### config.mk
export PLATFORM = sky130hd
export DESIGN_NAME = round_robin_time_slice_scheduler_flat
export DESIGN_NICKNAME = d
export VERILOG_FILES = /design/src/rtl/rrts_pkg.sv /design/src/rtl/rrts_in_if.sv /design/src/rtl/rrts_out_if.sv /design/src/rtl/round_robin_time_slice_scheduler.sv /design/src/rtl/rrts_ram.sv /design/src/rtl/rrts_seq.sv /design/src/flat_wrapper.sv
export SDC_FILE = /design/constraint.sdc
export NUM_CORES = 2
export LEC_CHECK = 0
export ABC_AREA = 1
export BUFFER_PORTS_ARGS = -buffer_cell sky130_fd_sc_hd__buf_2
export CAP_MARGIN = 20
export CORE_AREA = 2 2 484 534
export CTS_BUF_LIST = sky130_fd_sc_hd__clkbuf_2
export CTS_CLUSTER_DIAMETER = 200
export CTS_CLUSTER_SIZE = 8
export DETAILED_ROUTE_END_ITERATION = 10
export DIE_AREA = 0 0 486 536
export GPL_ROUTABILITY_DRIVEN = 0
export PLACE_DENSITY = 0.72
export SETUP_SLACK_MARGIN = 0.5
export SYNTH_ARGS = -nofsm -noshare
export SYNTH_HDL_FRONTEND = slang
export SYNTH_SLANG_ARGS = --single-unit
### constraint.sdc
create_clock -name i_clk -period 16.8 [get_ports i_clk]
set_input_delay 0.84 -clock i_clk [delete_from_list [all_inputs] [get_ports i_clk]]
set_output_delay 0.84 -clock i_clk [all_outputs]
set_load 0.02 [all_outputs]
### src/rtl/rrts_pkg.sv
// ----------------------------------------------------------------------------
// Round-robin scheduler package
// Shared constants, command codes and record types for the time-slice
// scheduler.
// ----------------------------------------------------------------------------
package rrts_pkg;

    localparam int MAX_TASKS_DEF = 16;

    localparam logic [15:0] MIN_SLICE = 16'd1;

    localparam logic [1:0] MODE_TICK = 2'd0;
    localparam logic [1:0] MODE_ADD  = 2'd1;
    localparam logic [1:0] MODE_READ = 2'd2;

    typedef struct packed {
        logic [1:0]  mode;
        logic [63:0] tick_value;
        logic [15:0] slice_ticks;
        logic [3:0]  task_index;
    } t_cmd;

    typedef struct packed {
        logic [15:0] slice;
        logic [15:0] remain;
        logic [63:0] run_ticks;
        logic [63:0] switch_ins;
        logic        running;
    } t_entry;

    localparam int ENTRY_W = $bits(t_entry);

    // Entry 0 after reset: the idle task, one-tick slice, running.
    localparam t_entry ENTRY0_RST = '{
        slice:      16'd1,
        remain:     16'd1,
        run_ticks:  64'd0,
        switch_ins: 64'd0,
        running:    1'b1
    };

    typedef struct packed {
        logic        accepted;
        logic [3:0]  current_task;
        logic [4:0]  tasks_loaded;
        logic        switched;
        logic [63:0] context_switches;
        logic [63:0] last_tick;
        logic [15:0] entry_slice;
        logic [15:0] entry_remaining;
        logic [63:0] entry_run_ticks;
        logic [63:0] entry_switch_ins;
        logic        entry_running;
    } t_result;

endpackage

### src/rtl/rrts_in_if.sv
// ----------------------------------------------------------------------------
// Scheduler command channel
// Valid/ready channel that carries one command word.
// ----------------------------------------------------------------------------
interface rrts_in_if;
    logic        valid;
    logic        ready;
    logic [1:0]  mode;
    logic [63:0] tick_value;
    logic [15:0] slice_ticks;
    logic [3:0]  task_index;

    modport source (
        output valid, mode, tick_value, slice_ticks, task_index,
        input  ready
    );

    modport sink (
        input  valid, mode, tick_value, slice_ticks, task_index,
        output ready
    );
endinterface

### src/rtl/rrts_out_if.sv
// ----------------------------------------------------------------------------
// Scheduler result channel
// Valid/ready channel that carries one result word.
// ----------------------------------------------------------------------------
interface rrts_out_if;
    logic        valid;
    logic        ready;
    logic        accepted;
    logic [3:0]  current_task;
    logic [4:0]  tasks_loaded;
    logic        switched;
    logic [63:0] context_switches;
    logic [63:0] last_tick;
    logic [15:0] entry_slice;
    logic [15:0] entry_remaining;
    logic [63:0] entry_run_ticks;
    logic [63:0] entry_switch_ins;
    logic        entry_running;

    modport source (
        output valid, accepted, current_task, tasks_loaded, switched,
               context_switches, last_tick, entry_slice, entry_remaining,
               entry_run_ticks, entry_switch_ins, entry_running,
        input  ready
    );

    modport sink (
        input  valid, accepted, current_task, tasks_loaded, switched,
               context_switches, last_tick, entry_slice, entry_remaining,
               entry_run_ticks, entry_switch_ins, entry_running,
        output ready
    );
endinterface

### src/rtl/round_robin_time_slice_scheduler.sv
// Result path: an add, an out-of-range read or an unused mode is answered
// from the idle state; a read or a same-task tick from the fetch state; a
// tick that switches tasks from the next-task state; then the result register.
// One command is in flight at a time; the table RAM's registered read sets
// these steps, and a new command is taken once the result register frees.
// Reset is synchronous, with no table clearing pass.
// ----------------------------------------------------------------------------
// Round-robin time-slice scheduler
// Task table in RAM with a sequencer that adds tasks, charges ticks, rotates
// the running task and serves entry reads, followed by a result register.
// ----------------------------------------------------------------------------
module round_robin_time_slice_scheduler #(
    parameter int MAX_TASKS = rrts_pkg::MAX_TASKS_DEF
) (
    input  logic       i_clk,
    input  logic       i_rst_n,
    rrts_in_if.sink    i_cmd,
    rrts_out_if.source o_res
);
    import rrts_pkg::*;

    localparam int IDX_W = $clog2(MAX_TASKS);

    t_cmd             cmd;
    t_result          seq_res;
    logic             seq_res_valid;
    logic             cmd_ready;
    logic             res_free;
    logic             ram_we;
    logic [IDX_W-1:0] ram_waddr;
    logic [IDX_W-1:0] ram_raddr;
    t_entry           ram_wdata;
    t_entry           ram_rdata;
    logic             r_out_valid;
    t_result          r_out;

    assign cmd.mode        = i_cmd.mode;
    assign cmd.tick_value  = i_cmd.tick_value;
    assign cmd.slice_ticks = i_cmd.slice_ticks;
    assign cmd.task_index  = i_cmd.task_index;
    assign i_cmd.ready     = cmd_ready;

    assign res_free = !r_out_valid || o_res.ready;

    rrts_seq #(
        .MAX_TASKS (MAX_TASKS)
    ) u_seq (
        .i_clk       (i_clk),
        .i_rst_n     (i_rst_n),
        .i_cmd_valid (i_cmd.valid),
        .o_cmd_ready (cmd_ready),
        .i_cmd       (cmd),
        .i_res_free  (res_free),
        .o_res_valid (seq_res_valid),
        .o_res       (seq_res),
        .o_ram_we    (ram_we),
        .o_ram_waddr (ram_waddr),
        .o_ram_wdata (ram_wdata),
        .o_ram_raddr (ram_raddr),
        .i_ram_rdata (ram_rdata)
    );

    rrts_ram #(
        .WIDTH (ENTRY_W),
        .DEPTH (MAX_TASKS)
    ) u_table (
        .i_clk   (i_clk),
        .i_we    (ram_we),
        .i_waddr (ram_waddr),
        .i_wdata (ram_wdata),
        .i_raddr (ram_raddr),
        .o_rdata (ram_rdata)
    );

    always_ff @(posedge i_clk) begin
        if (!i_rst_n) begin
            r_out_valid <= 1'b0;
        end else if (seq_res_valid) begin
            r_out_valid <= 1'b1;
        end else if (o_res.ready) begin
            r_out_valid <= 1'b0;
        end
    end

    always_ff @(posedge i_clk) begin
        if (seq_res_valid) begin
            r_out <= seq_res;
        end
    end

    assign o_res.valid            = r_out_valid;
    assign o_res.accepted         = r_out.accepted;
    assign o_res.current_task     = r_out.current_task;
    assign o_res.tasks_loaded     = r_out.tasks_loaded;
    assign o_res.switched         = r_out.switched;
    assign o_res.context_switches = r_out.context_switches;
    assign o_res.last_tick        = r_out.last_tick;
    assign o_res.entry_slice      = r_out.entry_slice;
    assign o_res.entry_remaining  = r_out.entry_remaining;
    assign o_res.entry_run_ticks  = r_out.entry_run_ticks;
    assign o_res.entry_switch_ins = r_out.entry_switch_ins;
    assign o_res.entry_running    = r_out.entry_running;
endmodule

### src/rtl/rrts_ram.sv
// ----------------------------------------------------------------------------
// Generic RAM
// One write port and one read port, read data registered.
// ----------------------------------------------------------------------------
module rrts_ram #(
    parameter int WIDTH = 8,
    parameter int DEPTH = 16
) (
    input  logic                     i_clk,
    input  logic                     i_we,
    input  logic [$clog2(DEPTH)-1:0] i_waddr,
    input  logic [WIDTH-1:0]         i_wdata,
    input  logic [$clog2(DEPTH)-1:0] i_raddr,
    output logic [WIDTH-1:0]         o_rdata
);
    logic [WIDTH-1:0] r_mem [DEPTH];
    logic [WIDTH-1:0] r_rdata;

    always_ff @(posedge i_clk) begin
        if (i_we) begin
            r_mem[i_waddr] <= i_wdata;
        end
        r_rdata <= r_mem[i_raddr];
    end

    assign o_rdata = r_rdata;
endmodule

### src/rtl/rrts_seq.sv
// ----------------------------------------------------------------------------
// Scheduler sequencer
// Adds entries; serves reads; a tick reads, updates and writes back the
// running task's entry, walking to the next task in the ring on expiry.
// ----------------------------------------------------------------------------
module rrts_seq #(
    parameter int MAX_TASKS = rrts_pkg::MAX_TASKS_DEF
) (
    input  logic                         i_clk,
    input  logic                         i_rst_n,
    input  logic                         i_cmd_valid,
    output logic                         o_cmd_ready,
    input  rrts_pkg::t_cmd               i_cmd,
    input  logic                         i_res_free,
    output logic                         o_res_valid,
    output rrts_pkg::t_result            o_res,
    output logic                         o_ram_we,
    output logic [$clog2(MAX_TASKS)-1:0] o_ram_waddr,
    output rrts_pkg::t_entry             o_ram_wdata,
    output logic [$clog2(MAX_TASKS)-1:0] o_ram_raddr,
    input  rrts_pkg::t_entry             i_ram_rdata
);
    import rrts_pkg::*;

    localparam int IDX_W = $clog2(MAX_TASKS);
    localparam int CNT_W = $clog2(MAX_TASKS + 1);
    localparam int CMP_W = (CNT_W > 5) ? CNT_W : 5;
    localparam logic [CNT_W-1:0] CNT_MAX = CNT_W'(MAX_TASKS);

    localparam logic [1:0] ST_IDLE  = 2'd0;
    localparam logic [1:0] ST_FETCH = 2'd1;
    localparam logic [1:0] ST_NEXT  = 2'd2;

    logic [1:0]       r_state, n_state;
    logic [IDX_W-1:0] r_cur, n_cur;
    logic [CNT_W-1:0] r_num, n_num;
    logic [63:0]      r_last, n_last;
    logic [63:0]      r_total, n_total;
    logic [1:0]       r_mode, n_mode;
    logic [IDX_W-1:0] r_rd_addr;
    logic             r_e0_vld;

    t_entry           rd_ent;
    t_entry           e_out;
    logic             acc;
    logic             sw;
    logic [15:0]      add_slice;
    logic [CMP_W-1:0] idx_ext;
    logic             idx_ok;
    logic [15:0]      rem_dec;
    logic             expired;
    logic [CNT_W-1:0] nxt_ext;
    logic [IDX_W-1:0] nxt;
    logic             do_switch;
    logic [CMP_W-1:0] cur_out;
    logic [CMP_W-1:0] num_out;

    // Entry 0 holds its reset contents until the first write-back reaches it.
    assign rd_ent = (r_rd_addr == '0 && !r_e0_vld) ? ENTRY0_RST : i_ram_rdata;

    assign o_cmd_ready = (r_state == ST_IDLE) && i_res_free;

    assign add_slice = (i_cmd.slice_ticks < MIN_SLICE) ? MIN_SLICE : i_cmd.slice_ticks;
    assign idx_ext   = CMP_W'(i_cmd.task_index);
    assign idx_ok    = idx_ext < CMP_W'(r_num);

    assign rem_dec   = (rd_ent.remain != 16'd0) ? (rd_ent.remain - 16'd1) : 16'd0;
    assign expired   = (rem_dec == 16'd0);
    assign nxt_ext   = CNT_W'(r_cur) + CNT_W'(1);
    assign nxt       = (nxt_ext >= r_num) ? '0 : nxt_ext[IDX_W-1:0];
    assign do_switch = expired && (nxt != r_cur);

    always_comb begin
        n_state     = r_state;
        n_cur       = r_cur;
        n_num       = r_num;
        n_last      = r_last;
        n_total     = r_total;
        n_mode      = r_mode;
        o_ram_we    = 1'b0;
        o_ram_waddr = r_cur;
        o_ram_wdata = rd_ent;
        o_ram_raddr = r_rd_addr;
        o_res_valid = 1'b0;
        acc         = 1'b0;
        sw          = 1'b0;
        e_out       = '0;

        unique case (r_state)
            ST_IDLE: begin
                if (i_cmd_valid && o_cmd_ready) begin
                    n_mode = i_cmd.mode;
                    case (i_cmd.mode)
                        MODE_TICK: begin
                            n_last      = i_cmd.tick_value;
                            o_ram_raddr = r_cur;
                            n_state     = ST_FETCH;
                        end
                        MODE_ADD: begin
                            o_res_valid = 1'b1;
                            if (r_num < CNT_MAX) begin
                                acc         = 1'b1;
                                o_ram_we    = 1'b1;
                                o_ram_waddr = r_num[IDX_W-1:0];
                                o_ram_wdata = '{
                                    slice:      add_slice,
                                    remain:     add_slice,
                                    run_ticks:  64'd0,
                                    switch_ins: 64'd0,
                                    running:    1'b0
                                };
                                n_num       = r_num + CNT_W'(1);
                            end
                        end
                        MODE_READ: begin
                            if (idx_ok) begin
                                o_ram_raddr = idx_ext[IDX_W-1:0];
                                n_state     = ST_FETCH;
                            end else begin
                                o_res_valid = 1'b1;
                            end
                        end
                        default: begin
                            o_res_valid = 1'b1;
                        end
                    endcase
                end
            end
            ST_FETCH: begin
                if (r_mode == MODE_READ) begin
                    o_res_valid = 1'b1;
                    acc         = 1'b1;
                    e_out       = rd_ent;
                    n_state     = ST_IDLE;
                end else begin
                    // Charge the running task and reload its slice when it expires.
                    o_ram_we              = 1'b1;
                    o_ram_waddr           = r_cur;
                    o_ram_wdata.remain    = expired ? rd_ent.slice : rem_dec;
                    o_ram_wdata.run_ticks = rd_ent.run_ticks + 64'd1;
                    o_ram_wdata.running   = rd_ent.running & ~do_switch;
                    if (do_switch) begin
                        o_ram_raddr = nxt;
                        n_state     = ST_NEXT;
                    end else begin
                        o_res_valid = 1'b1;
                        acc         = 1'b1;
                        n_state     = ST_IDLE;
                    end
                end
            end
            ST_NEXT: begin
                o_ram_we               = 1'b1;
                o_ram_waddr            = r_rd_addr;
                o_ram_wdata.remain     = rd_ent.slice;
                o_ram_wdata.switch_ins = rd_ent.switch_ins + 64'd1;
                o_ram_wdata.running    = 1'b1;
                n_cur                  = r_rd_addr;
                n_total                = r_total + 64'd1;
                o_res_valid            = 1'b1;
                acc                    = 1'b1;
                sw                     = 1'b1;
                n_state                = ST_IDLE;
            end
            default: begin
                n_state = ST_IDLE;
            end
        endcase
    end

    assign cur_out = CMP_W'(n_cur);
    assign num_out = CMP_W'(n_num);

    always_comb begin
        o_res.accepted         = acc;
        o_res.current_task     = cur_out[3:0];
        o_res.tasks_loaded     = num_out[4:0];
        o_res.switched         = sw;
        o_res.context_switches = n_total;
        o_res.last_tick        = n_last;
        o_res.entry_slice      = e_out.slice;
        o_res.entry_remaining  = e_out.remain;
        o_res.entry_run_ticks  = e_out.run_ticks;
        o_res.entry_switch_ins = e_out.switch_ins;
        o_res.entry_running    = e_out.running;
    end

    always_ff @(posedge i_clk) begin
        if (!i_rst_n) begin
            r_state  <= ST_IDLE;
            r_cur    <= '0;
            r_num    <= CNT_W'(1);
            r_last   <= '0;
            r_total  <= '0;
            r_mode   <= MODE_TICK;
            r_e0_vld <= 1'b0;
        end else begin
            r_state <= n_state;
            r_cur   <= n_cur;
            r_num   <= n_num;
            r_last  <= n_last;
            r_total <= n_total;
            r_mode  <= n_mode;
            if (o_ram_we && o_ram_waddr == '0) begin
                r_e0_vld <= 1'b1;
            end
        end
    end

    // Tracks the address behind the RAM's registered read data.
    always_ff @(posedge i_clk) begin
        r_rd_addr <= o_ram_raddr;
    end
endmodule

### src/flat_wrapper.sv
// flat-port wrapper written by rule: the top's interface ports become plain ports
module round_robin_time_slice_scheduler_flat import rrts_pkg::*;
#(
    parameter int MAX_TASKS = rrts_pkg::MAX_TASKS_DEF
)
  (i_clk, i_rst_n, i_cmd_valid, i_cmd_mode, i_cmd_tick_value, i_cmd_slice_ticks, i_cmd_task_index, i_cmd_ready, o_res_valid, o_res_accepted, o_res_current_task, o_res_tasks_loaded, o_res_switched, o_res_context_switches, o_res_last_tick, o_res_entry_slice, o_res_entry_remaining, o_res_entry_run_ticks, o_res_entry_switch_ins, o_res_entry_running, o_res_ready);
  rrts_in_if i_cmd_i ();
  rrts_out_if o_res_i ();
  input  logic i_clk;
  input  logic i_rst_n;
  input wire logic [$bits(i_cmd_i.valid)-1:0] i_cmd_valid;
  input wire logic [$bits(i_cmd_i.mode)-1:0] i_cmd_mode;
  input wire logic [$bits(i_cmd_i.tick_value)-1:0] i_cmd_tick_value;
  input wire logic [$bits(i_cmd_i.slice_ticks)-1:0] i_cmd_slice_ticks;
  input wire logic [$bits(i_cmd_i.task_index)-1:0] i_cmd_task_index;
  output wire logic [$bits(i_cmd_i.ready)-1:0] i_cmd_ready;
  output wire logic [$bits(o_res_i.valid)-1:0] o_res_valid;
  output wire logic [$bits(o_res_i.accepted)-1:0] o_res_accepted;
  output wire logic [$bits(o_res_i.current_task)-1:0] o_res_current_task;
  output wire logic [$bits(o_res_i.tasks_loaded)-1:0] o_res_tasks_loaded;
  output wire logic [$bits(o_res_i.switched)-1:0] o_res_switched;
  output wire logic [$bits(o_res_i.context_switches)-1:0] o_res_context_switches;
  output wire logic [$bits(o_res_i.last_tick)-1:0] o_res_last_tick;
  output wire logic [$bits(o_res_i.entry_slice)-1:0] o_res_entry_slice;
  output wire logic [$bits(o_res_i.entry_remaining)-1:0] o_res_entry_remaining;
  output wire logic [$bits(o_res_i.entry_run_ticks)-1:0] o_res_entry_run_ticks;
  output wire logic [$bits(o_res_i.entry_switch_ins)-1:0] o_res_entry_switch_ins;
  output wire logic [$bits(o_res_i.entry_running)-1:0] o_res_entry_running;
  input wire logic [$bits(o_res_i.ready)-1:0] o_res_ready;
  assign i_cmd_i.valid = i_cmd_valid;
  assign i_cmd_i.mode = i_cmd_mode;
  assign i_cmd_i.tick_value = i_cmd_tick_value;
  assign i_cmd_i.slice_ticks = i_cmd_slice_ticks;
  assign i_cmd_i.task_index = i_cmd_task_index;
  assign i_cmd_ready = i_cmd_i.ready;
  assign o_res_valid = o_res_i.valid;
  assign o_res_accepted = o_res_i.accepted;
  assign o_res_current_task = o_res_i.current_task;
  assign o_res_tasks_loaded = o_res_i.tasks_loaded;
  assign o_res_switched = o_res_i.switched;
  assign o_res_context_switches = o_res_i.context_switches;
  assign o_res_last_tick = o_res_i.last_tick;
  assign o_res_entry_slice = o_res_i.entry_slice;
  assign o_res_entry_remaining = o_res_i.entry_remaining;
  assign o_res_entry_run_ticks = o_res_i.entry_run_ticks;
  assign o_res_entry_switch_ins = o_res_i.entry_switch_ins;
  assign o_res_entry_running = o_res_i.entry_running;
  assign o_res_i.ready = o_res_ready;
  round_robin_time_slice_scheduler #(.MAX_TASKS(MAX_TASKS)) u_core (.i_clk(i_clk), .i_rst_n(i_rst_n), .i_cmd(i_cmd_i), .o_res(o_res_i));
endmodule
Word-level counts from Yosys, hierarchy flattened
Memories as Yosys holds them, arrays and structs flattened. A register that Yosys moved wholly into a read port is not among the register bits.
Cells that the tools add are included.

word-level totals
  latch bits = 0
  register bits = 447
  input port bits = 90
  memory bits (writable) = 2,576
  memory bits (read-only) = 0
  memories kept = 1
  word-level logic and storage cells = 117

memories
  memory                depth  bits a word  read ports  clocked after memory_dff  write ports  line            text
  u_core.u_table.r_mem  16     161          1           1                         1            rrts_ram.sv:16  logic [WIDTH-1:0] r_mem [DEPTH];

operators by class
  multiplexer cells = 57
  eq/ne operators = 9
  order comparisons = 4
  reduce and logical (&&, ||, !) cells = 18
  $mul = 0
  shift-type cells = 0
  divide/modulo/power cells = 0
  add/sub/neg operators = 6
  bitwise operators = 2

operator list
  cell                   number
  $mux 161               4
  $mux 64                4
  $pmux 64 s2            2
  $add 64x1->64 const B  3
  $mux 80                1
  $mux 16                4
  $pmux 16 s3            1
  $mux 4                 9
  $pmux 4 s2             3
  $mux 5                 4
  $logic_not 16->1       1
  $lt 16x1->1 const B    1
  $reduce_bool 16->1     1
  $sub 16x1->16 const B  1
  $mux 1                 14
  $pmux 1 s3             4
  $logic_not 4->1        2
  $mux 2                 4
  $pmux 2 s2             2
  $eq 2x2->1 const B     3
  $add 4x1->5 const B    1
  $add 5x1->5 const B    1
  $ge 5x5->1             1
  $logic_and 1x1->1      5
  16 further kinds       20

Logic depth before layout (Yosys ltp)
  word-level depth = 11
  mapped depth = 36

Cells and area by module
A second synthesis with hierarchy kept.

second synthesis, totals
  cells, all modules = 13,063
  area total of the unflattened synthesis = 135,606.3 µm²

by module, submodules not included
  module                            seq. area each (µm²)  cells an instance  area an instance (µm²)  times used
  rrts_ram                          80,577.3              9,774              110,517.2               1
  rrts_seq                          2,922.8               2,983              16,034.1                1
  round_robin_time_slice_scheduler  9,028.7               306                9,054.9                 1

Worst setup path before layout
Ideal clock, no wire load.

  kind = register -> register
  start point = register u_core.u_seq.r_rd_addr[1]
  end point = register u_core.r_out, in the netlist u_core.o_res.accepted, enable pin
  arrival = 10,110 ps
  cell stages (with the launch flop) = 27
  path slack = 3,691 ps
  required time = 13,801 ps
  library setup time = 2,999 ps
  cells stage by stage = dfxtp_1 > buf_4 > nor2_2 > nand3_2 > buf_4 > buf_6 > buf_6 > buf_8 > buf_4 > buf_2 > buf_2 > clkbuf_1 > buf_1 > nand2_1 > ha_1 > nand2_2 > nor2_1 > nand2_1 > nand2_1 > nand3_1 > nand2_1 > inv_1 > nand2_1 > nor2_4 > nand3_2 > o21ai_2 > nand3_1

between the ends
  cells in the longest elaborated chain, start to end = 10

RTL lines
  item                                                 line                                    text
  start: declaration                                   rrts_seq.sv:40                          logic [IDX_W-1:0] r_rd_addr;
  start signal: assignment                             rrts_seq.sv:212                         r_rd_addr <= o_ram_raddr;
  $logic_not 4->1 *                                    rrts_seq.sv:59                          assign rd_ent = (r_rd_addr == '0 && !r_e0_vld) ? ENTRY0_RST : i_ram_rdata;
  $logic_and 1x1->1 *                                  rrts_seq.sv:59
  $mux 161 *                                           rrts_seq.sv:59
  $sub 16x1->16 or $reduce_bool 16->1 (tied branches)  rrts_seq.sv:67                          assign rem_dec = (rd_ent.remain != 16'd0) ? (rd_ent.remain - 16'd1) : 16'd0;
  $mux 16 *                                            rrts_seq.sv:67
  $logic_not 16->1 *                                   rrts_seq.sv:68                          assign expired = (rem_dec == 16'd0);
  $logic_and 1x1->1 *                                  rrts_seq.sv:71                          assign do_switch = expired && (nxt != r_cur);
  $mux 1 *                                             rrts_seq.sv:142                         if (do_switch) begin
  $mux 1 *                                             rrts_seq.sv:130                         if (r_mode == MODE_READ) begin
  $pmux 1 s3 *                                         rrts_seq.sv:89                          unique case (r_state)
  net u_core.seq_res_valid                             round_robin_time_slice_scheduler.sv:26  logic seq_res_valid;
  end signal: assignment                               round_robin_time_slice_scheduler.sv:87  r_out <= seq_res;
  end: declaration                                     round_robin_time_slice_scheduler.sv:35  t_result r_out;

The timed path passes the listed nets; every way through them passes the cells marked *.
A chain may end at the register's enable or synchronous reset.

Worst setup path in the final report
  start point = register u_core.u_seq.r_rd_addr[1]
  end point = register u_core.u_table.r_rdata[148], in the netlist u_core.u_table.o_rdata[148] (read register of u_core.u_table.r_mem)

between the ends
  cells in the longest elaborated chain, start to end = 10

RTL lines
  item                                                 line             text
  $logic_not 4->1                                      rrts_seq.sv:59
  $logic_and 1x1->1                                    rrts_seq.sv:59
  $mux 161                                             rrts_seq.sv:59
  $sub 16x1->16 or $reduce_bool 16->1 (tied branches)  rrts_seq.sv:67
  $mux 16                                              rrts_seq.sv:67
  $logic_not 16->1                                     rrts_seq.sv:68
  $logic_and 1x1->1                                    rrts_seq.sv:71
  $mux 4                                               rrts_seq.sv:142
  $mux 4                                               rrts_seq.sv:130
  $pmux 4 s2 *                                         rrts_seq.sv:89
  end: declaration                                     rrts_ram.sv:17   logic [WIDTH-1:0] r_rdata;

Mark *: on every way between the ends. The rest lies on a longest branch, timed or not.

==> results.json <==
{
  "grtUsageTotal_pct": 29.4,
  "reg2reg_depth": 24,
  "avgSynthCellArea_um2": 10.5,
  "synthTopCellsByArea": "edfxtp_1, nand3_1, inv_1",
  "fin_crit_ps": 8330,
  "power_mw": 19.1,
  "htree_num_levels": 5,
  "rsz0062_at_grt": "false",
  "route.detailed.drc": 0,
  "fin_crit_sh_pct": 49.6,
  "start_kind": "flop",
  "grt_pass1_wl_um": 583000,
  "grt-ovfl-total": 0,
  "async_flop_share_pct": 0,
  "tightest_slew_ps": 1300,
  "grt_max_degree": 231,
  "die_w_um": 486,
  "viasPerCell": 5.72,
  "finalHoldViolations": 0,
  "num_io_pins": 392,
  "synth.distinct_cells": 62,
  "cts_setup_buffers": 0,
  "clock_skew_ps": 258,
  "crit_type": "reg -> reg",
  "fin_util_pct": 58.9,
  "power_density_nw_per_um2": 127,
  "cp.arrival_ps": 9970,
  "clock_latency_ps": 1970,
  "cts_resized": 0,
  "rows": 195,
  "setup_viol": 0,
  "place_hpwl_um": 195000,
  "syn_inst": 13400,
  "cts_max_path_buffers": 4,
  "die_y_um": 536,
  "outcome": "completed",
  "seq_area_frac_synth_pct": 66.2,
  "ys_warn_count": 0,
  "tritoncts": "yes",
  "antenna_found_initial": 19,
  "synth_nets": 13500,
  "yosysMostFrequentCell": "nand3_1",
  "ant_nets": 0,
  "synth_largest_area_cell": "edfxtp_1",
  "totalWireLength_um": 392000,
  "synth_edf_count": 2876,
  "synth_flop_cell": "edfxtp_1",
  "peakVddDrop_v": 0.000121,
  "cp_max_fo": 90,
  "grt_pass1_vias": 94900,
  "cts_buffers": 439,
  "synth_area_um2": 140000,
  "finalNetCount": 13900,
  "hp-class": "in -> reg",
  "hold_path_depth": 5,
  "relSlewSlack_pct": 13.2,
  "cts_root_buf": "clkbuf_2",
  "n_fill_cell": 20700,
  "fmax_ghz": 0.120,
  "vias": 100000,
  "clock-sinks": 3184,
  "syn_to_final_growth_pct": 7.55,
  "cap_viol_max_count": 0,
  "drtIter0Drc": 11600,
  "clk_pin_slew_ps": 190,
  "start_util_pct": 54.7,
  "holdBufCountCts": 183,
  "holdWs_ps": 212,
  "drt_first_pass_iters": 10,
  "ys_ff_latch": 3184,
  "synth_common_cells": "nand3_1, edfxtp_1, inv_1, nand2_1, nand3b_1",
  "p_leak_nw": 62.3,
  "crit_required_ps": 18440,
  "end_kind": "flop",
  "wl_per_cell_um": 22.4,
  "drive_gt1_share_pct": 10.5,
  "finalSetupTns_ps": 0,
  "dieArea_um2": 260000,
  "portBuffers": 391,
  "core_um2": 255000,
  "maxSlewViolCount": 0,
  "synth_top_area_share_pct": 61.8
}
[where the power goes]
part           internal [mW]  switching (mW)
clock network           1.26            2.69
logic                   1.28            3.76
registers               9.91           0.215
total                   12.5            6.67
[state kept, by name (all words and copies together), names as in the netlist, 64 cells and up]
signal                         count
u_core.u_table.r_mem            2576
u_core.u_table.o_rdata           161
u_core.o_res.context_switches     64
u_core.o_res.entry_run_ticks      64
u_core.o_res.entry_switch_ins     64
u_core.o_res.last_tick            64
u_core.u_seq.r_last               64
u_core.u_seq.r_total              64
[through the flow]
step,instance area (um^2),cells,setup slack (ps)
6_report,150000,17500,8470
5_1_grt,150000,17500,7990
4_1_cts,150000,17500,8730
3_5_place_dp,144000,16500,8980
3_3_place_gp,144000,16500,9110
2_1_floorplan,140000,13400,3690
[final timing paths]
| check | start | endpoint | slack [ps] |
|---|---|---|---|
| setup / recovery | u_core.u_seq.r_rd_addr[1] | u_core.u_table.o_rdata[148] | 8470 |
| hold / removal | i_cmd_slice_ticks[10] | u_core.u_table.r_mem[1][155] | 210 |
| hold reg to reg | u_core.u_seq.r_e0_vld | u_core.u_seq.r_e0_vld | 500 |
| setup reg to reg | u_core.u_seq.r_rd_addr[1] | u_core.u_table.o_rdata[148] | 8470 |
[critical path: stages (launching register included)]
cell and delay [ps]:
dfxtp_1 440, nor2_2 180, nand3_4 530, nand2_1 380
ha_1 250, nand2_2 110, nor2_1 230, nand2_1 80
nand3_1 120, nand2_1 60, nor2_1 140, nand2_1 100
nor2_4 280, nand4_1 140, nand3_1 150, nand2_4 520
nand2_4 910, buf_4 880, buf_4 850, buf_4 790
nand2_1 110, nand3_1 110, nand3_1 90, nand3_1 130
nand2_1 80
[cell families (layout without fill, tap and decap cells)]
family / after synthesis / count (layout) / synth area share, %
AND/OR/NAND/NOR: 6446 / 6446 / 22.2
buffers and inverters: 3196 / 3989 / 9.19
flip-flops: 3184 / 3184 / 66.2
AO/OA/AOI/OAI: 458 / 458 / 1.86
XOR/XNOR: 65 / 65 / 0.407
adder cells (fa/ha/maj): 15 / 15 / 0.134
multiplexers: 4 / 4 / 0.0304
other: 0 / 11 / 0
[cells in the final DEF (no fill, tap or decap), types with 12 or more instances in the layout]
cell type,instances
a21oi_1,174
and2_1,14
buf_12,22
buf_2,391
buf_4,203
clkbuf_2,761
dfxtp_1,308
dlygate4sd3_1,183
edfxtp_1,2876
ha_1,15
inv_1,2398
nand2_1,1938
nand2_2,13
nand3_1,3012
nand3b_1,650
nand4_1,51
nor2_1,547
nor2_2,12
nor2_4,22
nor3_1,107
nor4_1,46
o21a_1,18
o21ai_0,157
o21ai_1,12
o22ai_1,28
xnor2_1,17
xor2_1,48
[per-layer routing]
| metal | global-route usage (%) | wire length [um] | up-vias |
|---|---|---|---|
| met1 | 38.3 | 148000 | 47800 |
| met5 | 0 | 95 | - |
| met3 | 4.18 | 37300 | 1071 |
| met2 | 48.0 | 185000 | 5469 |
| li1 | - | - | 45900 |
| met4 | 15.4 | 21500 | 14 |
[final cells by class]
cell class	count	area, um^2	share of cell area, %
flip-flops and latches	3184	92500	61.5
repair buffers	800	5780	3.84
diodes	11	27.5	0.0183
clock inverters	18	284	0.189
inverters	2410	9090	6.04
clock buffers	761	3810	2.53
well taps	3349	4190	2.79
multi-input cells	6988	34700	23.1
Power figures use the tool's default switching activity.
